<file path="src/design/assert_macros.svh">
// assertion macros for the design files
// no dependencies; included by modules that carry concurrent checks
`ifndef ASSERT_MACROS_SVH
`define ASSERT_MACROS_SVH

// same-cycle implication, disabled while reset is low
`define ASSERT_IMPLIES(label, clk, rst_n, ante, cons) \
    label: assert property (@(posedge clk) disable iff (!rst_n) (ante) |-> (cons)) \
        else $error("implication check failed");

// implication with a fixed delay in cycles
`define ASSERT_DELAYED(label, clk, rst_n, ante, dly, cons) \
    label: assert property (@(posedge clk) disable iff (!rst_n) (ante) |-> ##(dly) (cons)) \
        else $error("delayed implication check failed");

`endif

</file>
<file path="src/design/tlapf_pkg.sv">
// constants, register codes and rounding helpers for the arm pose fit block
// no dependencies; imported by tlapf_div, tlapf_sincos, two_link_arm_pose_fit and its testbench
`default_nettype none

package tlapf_pkg;

    localparam int VIEW_WIDTH  = 640;
    localparam int VIEW_HEIGHT = 480;
    localparam int MIN_SIDE    = 48;
    localparam int VIEW_MIN    = (VIEW_WIDTH < VIEW_HEIGHT) ? VIEW_WIDTH : VIEW_HEIGHT;

    localparam int TURN_UNITS = 46080;
    localparam int SLACK      = 131;

    // quarter-wave sine polynomial, Q30
    localparam logic [30:0] ONE_Q30 = 31'd1073741824;
    localparam logic [30:0] K9 = 31'd172272;
    localparam logic [30:0] SINE_COEF [4] = '{31'd5026995, 31'd85569310,
                                              31'd693598668, 31'd1686629713};

    // angle to phase: phase = x * PH_MUL + floor((34x + 22) / 45)
    localparam int PH_MUL   = 93206;
    localparam int PH_ADJ   = 34;
    localparam int PH_BIAS  = 22;
    localparam int RECIP_45 = 2982617;
    localparam int RECIP_SH = 27;

    localparam int DIV_LAT  = 32;
    localparam int SC_LAT   = 7;
    localparam int W_DLY    = DIV_LAT + 2 * SC_LAT + 7;
    localparam int ANG_DLY  = SC_LAT + 5;
    localparam int PIPE_LAT = 2 * DIV_LAT + 2 * SC_LAT + 10;

    typedef enum logic [2:0] {
        CFG_PERIOD      = 3'd0,
        CFG_LEN1        = 3'd1,
        CFG_LEN2        = 3'd2,
        CFG_RADIUS      = 3'd3,
        CFG_STROKE      = 3'd4,
        CFG_ROOT_SWING  = 3'd5,
        CFG_CHILD_SWING = 3'd6
    } t_cfg_idx;

    // round to nearest, half away from zero, then shift right by s
    function automatic logic signed [63:0] rnd_shift(input logic signed [63:0] v,
                                                     input int unsigned s);
        logic [63:0] h;
        logic [63:0] m;
        h = 64'd1 << (s - 1);
        if (!v[63]) begin
            m = (unsigned'(v) + h) >> s;
            return $signed(m);
        end else begin
            m = ((64'd0 - unsigned'(v)) + h) >> s;
            return -$signed(m);
        end
    endfunction

    function automatic logic signed [16:0] clamp17(input logic signed [63:0] v);
        if (v > 64'sd65535) begin
            return 17'sd65535;
        end else if (v < -64'sd65536) begin
            return -17'sd65536;
        end else begin
            return 17'(v);
        end
    endfunction

endpackage

`default_nettype wire

</file>
<file path="src/design/tlapf_div.sv">
// pipelined restoring divider, one quotient bit per stage
// depends on tlapf_pkg; divisor must stay steady while a transaction is inside
`default_nettype none

module tlapf_div (
    input  wire logic        i_clk,
    input  wire logic [30:0] i_rem0,
    input  wire logic [31:0] i_low,
    input  wire logic [30:0] i_den,
    output logic      [31:0] o_quo,
    output logic      [30:0] o_rem
);
    import tlapf_pkg::*;

    logic [30:0] r_rem [DIV_LAT];
    logic [31:0] r_low [DIV_LAT];
    logic [31:0] r_quo [DIV_LAT];

    logic [30:0] w_rem_in [DIV_LAT];
    logic [31:0] w_low_in [DIV_LAT];
    logic [31:0] w_quo_in [DIV_LAT];
    logic [31:0] w_trial  [DIV_LAT];
    logic        w_ge     [DIV_LAT];
    logic [30:0] n_rem    [DIV_LAT];

    always_comb begin
        w_rem_in[0] = i_rem0;
        w_low_in[0] = i_low;
        w_quo_in[0] = '0;
        for (int k = 1; k < DIV_LAT; k++) begin
            w_rem_in[k] = r_rem[k-1];
            w_low_in[k] = r_low[k-1];
            w_quo_in[k] = r_quo[k-1];
        end
    end

    always_comb begin
        for (int k = 0; k < DIV_LAT; k++) begin
            w_trial[k] = {w_rem_in[k], w_low_in[k][31]};
            w_ge[k]    = w_trial[k] >= {1'b0, i_den};
            n_rem[k]   = w_ge[k] ? 31'(w_trial[k] - {1'b0, i_den}) : w_trial[k][30:0];
        end
    end

    always_ff @(posedge i_clk) begin
        for (int k = 0; k < DIV_LAT; k++) begin
            r_rem[k] <= n_rem[k];
            r_low[k] <= {w_low_in[k][30:0], 1'b0};
            r_quo[k] <= {w_quo_in[k][30:0], w_ge[k]};
        end
    end

    assign o_quo = r_quo[DIV_LAT-1];
    assign o_rem = r_rem[DIV_LAT-1];

endmodule

`default_nettype wire

</file>
<file path="config.mk">
export PLATFORM = sky130hd
export DESIGN_NAME = tlapf_div
export DESIGN_NICKNAME = d
export VERILOG_FILES = /design/src/design/assert_macros.svh /design/src/design/tlapf_pkg.sv /design/src/design/tlapf_div.sv
export SDC_FILE = /design/constraint.sdc
export NUM_CORES = 2
export LEC_CHECK = 0
export BUFFER_PORTS_ARGS = -buffer_cell sky130_fd_sc_hd__buf_2
export CORE_MARGIN = 5
export CORE_UTILIZATION = 30
export DETAILED_ROUTE_END_ITERATION = 10
export HOLD_SLACK_MARGIN = 0.06
export PLACE_DENSITY_LB_ADDON = 0.2
export SLEW_MARGIN = 20
export SYNTH_ARGS = -nofsm -noshare
export SYNTH_HDL_FRONTEND = slang
export SYNTH_SLANG_ARGS = --single-unit
</file>
<file path="constraint.sdc">
create_clock -name i_clk -period 4.1 [get_ports i_clk]
set_input_delay 0.41 -clock i_clk [delete_from_list [all_inputs] [get_ports i_clk]]
set_output_delay 0.41 -clock i_clk [all_outputs]
set_load 0.03 [all_outputs]
</file>
# Word level (Yosys, flattened, before mapping)
# Memory sizes are Yosys's and may differ from the RTL's.
# Index checks and enable logic that the tools add are counted.
# word_totals
out_inout_bits	63
reg_bits	0
ram_bits	3008
wordCells	99
input_bits	95
mem_count	3
# op_classes
n_addsub	32
muxes	32
magnitude_cmp	32
# memory_table
name	depth	word_bits	read_ports	rd_ports_with_merged_regs	wr	line	source
r_quo	32	32	32	0	32	tlapf_div.sv:17	logic [31:0] r_quo [DIV_LAT];
r_low	32	31	31	0	32	tlapf_div.sv:16	logic [31:0] r_low [DIV_LAT];
r_rem	32	31	32	0	32	tlapf_div.sv:15	logic [30:0] r_rem [DIV_LAT];
# op_table
operator	n
32-bit by 31-bit greater-or-equal comparator with 1-bit output	32
31-bit 2-to-1 mux	32
31-bit subtractor	32

# Depth between registers and ports, before layout
# An unclocked memory read counts as a cell.
# logic_depth
word_depth	3
ltp_mapped	16
mapped_depth_nobuf	14

# Least setup slack after synthesis
# No wires, ideal clock.
# synth_timing
path_type	input to register
from	input i_den[2]
to	memory r_rem[22][3], in the netlist r_rem[1][189]
setup_slack_ps	79
path_buffers	1
required_ps	3979
t_arrival_ps	3900
path_stages	14
setup_ps	121
cell_sequence	inv_1 ha_1 nor2b_1 o31a_1 o41ai_4 a21oi_2 a211oi_4 o31a_1 o21ai_1 a21oi_1 o21ai_1 a2111oi_4 buf_6 mux2_4
# synth_rtl
element	line	source
start: declaration	tlapf_div.sv:9	input wire logic [30:0] i_den,
end: declaration	tlapf_div.sv:15	

==> metrics <==
status=complete, no violations; Crit Path Class=input pin to flip-flop; vias per cell=4.948; Worst Skew=0.07653 ns; Period minus WS final=3.906 ns; routability congestion estimate=0.8877; root buffer cell=clkbuf_16; Core Area=327700 um2; DIE WIDTH=584.1 um; CP bufs+invs=5; P per Cell Area=984.9 nW/um2; Main synth FF type=dfxtp_1; CP Capture Type=flip-flop; largest net degree at the start of global routing=55; worst endpoint data arrival time=4.78 ns; fmax=256.0 MHz; routed wire length per instance=18.52 um; crit share post-route=95.27%; CP required=4.97 ns; worst skew pair latency=0.94 ns; WL met3=10160 um; CTS buffer count=238; first-pass iteration count of the detailed router=5; DIE AREA=341100 um2; critical path's slowest cell=dlygate4sd3_1; Clock Sinks=2016; final setup fails=0; initial antenna violation count=20; I/O pin total=158; top layer in use=met5; worst hold path type=input pin to flip-flop; met2 WL=145900 um; area of the mapped netlist=98870 um2; Port Buffers=157; CP top delay family=compound AO/OA/AOI/OAI gates; Final Hold Fails=0; Mapped Nets=11577; flops & latches, synth=2016; MaxCap Viol Count=0; Final Power=116.6 mW; ys async rst share=0%; DRT met1 WL=121300 um; CTS clk-pin slew, worst paths=0.06 ns; Lkg Pwr=52.15 nW; final core occ=36.12%; max-slew violations=0; Final nets=12295; area post-placement=108800 um2; first-pass GRT wire length=442800 um; Initial Util=30.17%; Crit Path Max Fanout=15; Max IR drop VDD=391.4 uV; share of cells above drive strength 1=13.70%; Total Routing Usage GR=16.41%; EDFF count, synth=0; CTS tree=yes; kind of start point of the critical path=input pin; Syn. warnings=0; ordered cell list for the critical path=dlygate4sd3_1 -> buf_2 -> ha_2 -> a21o_1 -> o41ai_4 -> o21ai_1 -> o31a_1 -> a31oi_2 -> o21ai_0 -> a221o_1 -> a31oi_4 -> buf_6 -> nand2_1 -> dlygate4sd3_1 -> o21ai_0 -> dlygate4sd3_1; die height=584.1 um; Final ANT Viol Nets=0; Yosys cell types=94; clock buffer depth=4; Design Area, Final=118300 um2; Remaining DRCs=0; RSZ-0062 raised after global routing=no; Total Wirelength=291200 um; sequential area share after synthesis=40.82%; Synth-to-Final Area Change=19.69%; Worst path most repeated cell=dlygate4sd3_1; via count of the first global-routing pass=77962; syn_area_per_cell=9.454 um2; num rows=210; hpwl dp=223100 um; Syn Inst Count=10458; Worst-Margin Slew=0.8190 ns; Worst path max stage delay=0.56 ns; vias=77790; Slew Limit Headroom=45.40%; CTS H-tree lvls=4; gr ovfl total=0; Initial DRC Count=4252
[cell type report]
| class | instances | area [um2] |
|---|---|---|
| Timing Repair Buffer | 756 | 6590 |
| Clock inverter | 137 | 1938 |
| Clock buffer | 301 | 6604 |
| Sequential cell | 2016 | 40360 |
| Antenna cell | 3 | 7.507 |
| Multi-Input combinational cell | 7877 | 56320 |
| Inverter | 287 | 1077 |
| Fill cell | 32820 | 209300 |
| Tap cell | 4346 | 5438 |
[final timing paths]
| kind | startpoint | endpoint | slack [ns] | depth (start not counted) |
|---|---|---|---|---|
| worst max-delay path | i_rem0[4] | r_rem[0][29]$_DFF_P_ | 0.19 | 16 |
| worst min-delay path | i_low[0] | r_low[0][0]$_DFF_P_ | 0.17 | 2 |
| worst max register to register | r_low[0][371]$_DFF_P_ | r_rem[0][400]$_DFF_P_ | 0.25 | 16 |
| worst min register to register | r_low[0][8]$_DFF_P_ | r_low[0][40]$_DFF_P_ | 0.28 | 0 |
[through the flow]
step                      setup TNS, ns  instances  hold slack [ns]  worst slack [ns]
after floorplan                       0      10458           0.3096           0.07875
after global placement           -4.605      15182           0.3097           -0.1745
after detailed placement         -5.801      15182           0.3121           -0.1602
after CTS                             0      15719          0.07731           0.02527
after global routing                  0      15721           0.1192          0.003874
final                                 0      15723           0.1738            0.1939
[sequential cells by signal, summed over array words and instances (netlist names)]
| register | flops |
|---|---|
| r_low | 496 |
| r_rem | 992 |
| r_quo | 528 |
[cells in the mapped netlist (all sizes together), types with 164 or more instances]
cell | count | area [um2]
a21o | 530 | 3979
nand2 | 846 | 3176
dfxtp | 2016 | 40360
nor2 | 610 | 2290
ha | 992 | 12410
clkbuf | 164 | 615.6
xnor2 | 502 | 4397
a21oi | 954 | 4778
o21ai | 828 | 4144
inv | 286 | 1074
xor2 | 340 | 2978
mux2 | 350 | 4016
[routing by layer]
| metal | track usage (%) | vias to the layer above |
|---|---|---|
| li1 | - | 39111 |
| met1 | 19.08 | 36518 |
| met2 | 30.22 | 1557 |
| met3 | 1.893 | 602 |
| met4 | 7.058 | 2 |
| met5 | 0 | - |
[cells by family after synthesis]
group	after synthesis	share of synthesized area (%)
flip-flops	2016	40.82
AO/OA/AOI/OAI	3164	19.97
adder cells (fa/ha/maj)	1024	13.20
XOR/XNOR	842	7.459
multiplexers	382	4.386
AND/OR/NAND/NOR	2465	11.70
buffers and inverters	565	2.459
[power breakdown]
group	switching [mW]	total [mW]	internal [mW]
registers	4.96	33.1	28.2
logic	32.4	60.8	28.3
clock network	8.88	22.7	13.8
total	46.3	117	70.3
[repair_timing]
| item | in CTS | in global routing |
|---|---|---|
| hold buffers | 99 | 0 |
| endpoints found under the hold margin | 63 | 0 |
| resized for setup | 0 | 7 |
| endpoints found under the setup margin | 0 | 54 |
| buffers inserted | 0 | 1 |
[cells in the final DEF, fill, tap and decap left out, drive strengths merged, types with 99 or more instances in the layout]
master / netlist / final
nor2b: 134 / 134
xnor2: 502 / 502
o21ai: 828 / 828
clkbuf: 164 / 301
ha: 992 / 992
nand2: 846 / 846
dlygate4sd3: 0 / 99
nor3: 121 / 121
dfxtp: 2016 / 2016
xor2: 340 / 340
mux2: 350 / 350
a31oi: 107 / 107
inv: 286 / 297
a21o: 530 / 530
nand3: 160 / 160
o21a: 124 / 124
nor2: 610 / 610
nand4: 144 / 144
nand2b: 143 / 143
o21bai: 107 / 107
buf: 114 / 657
a21oi: 954 / 954
(Power assumes the default switching activity.)
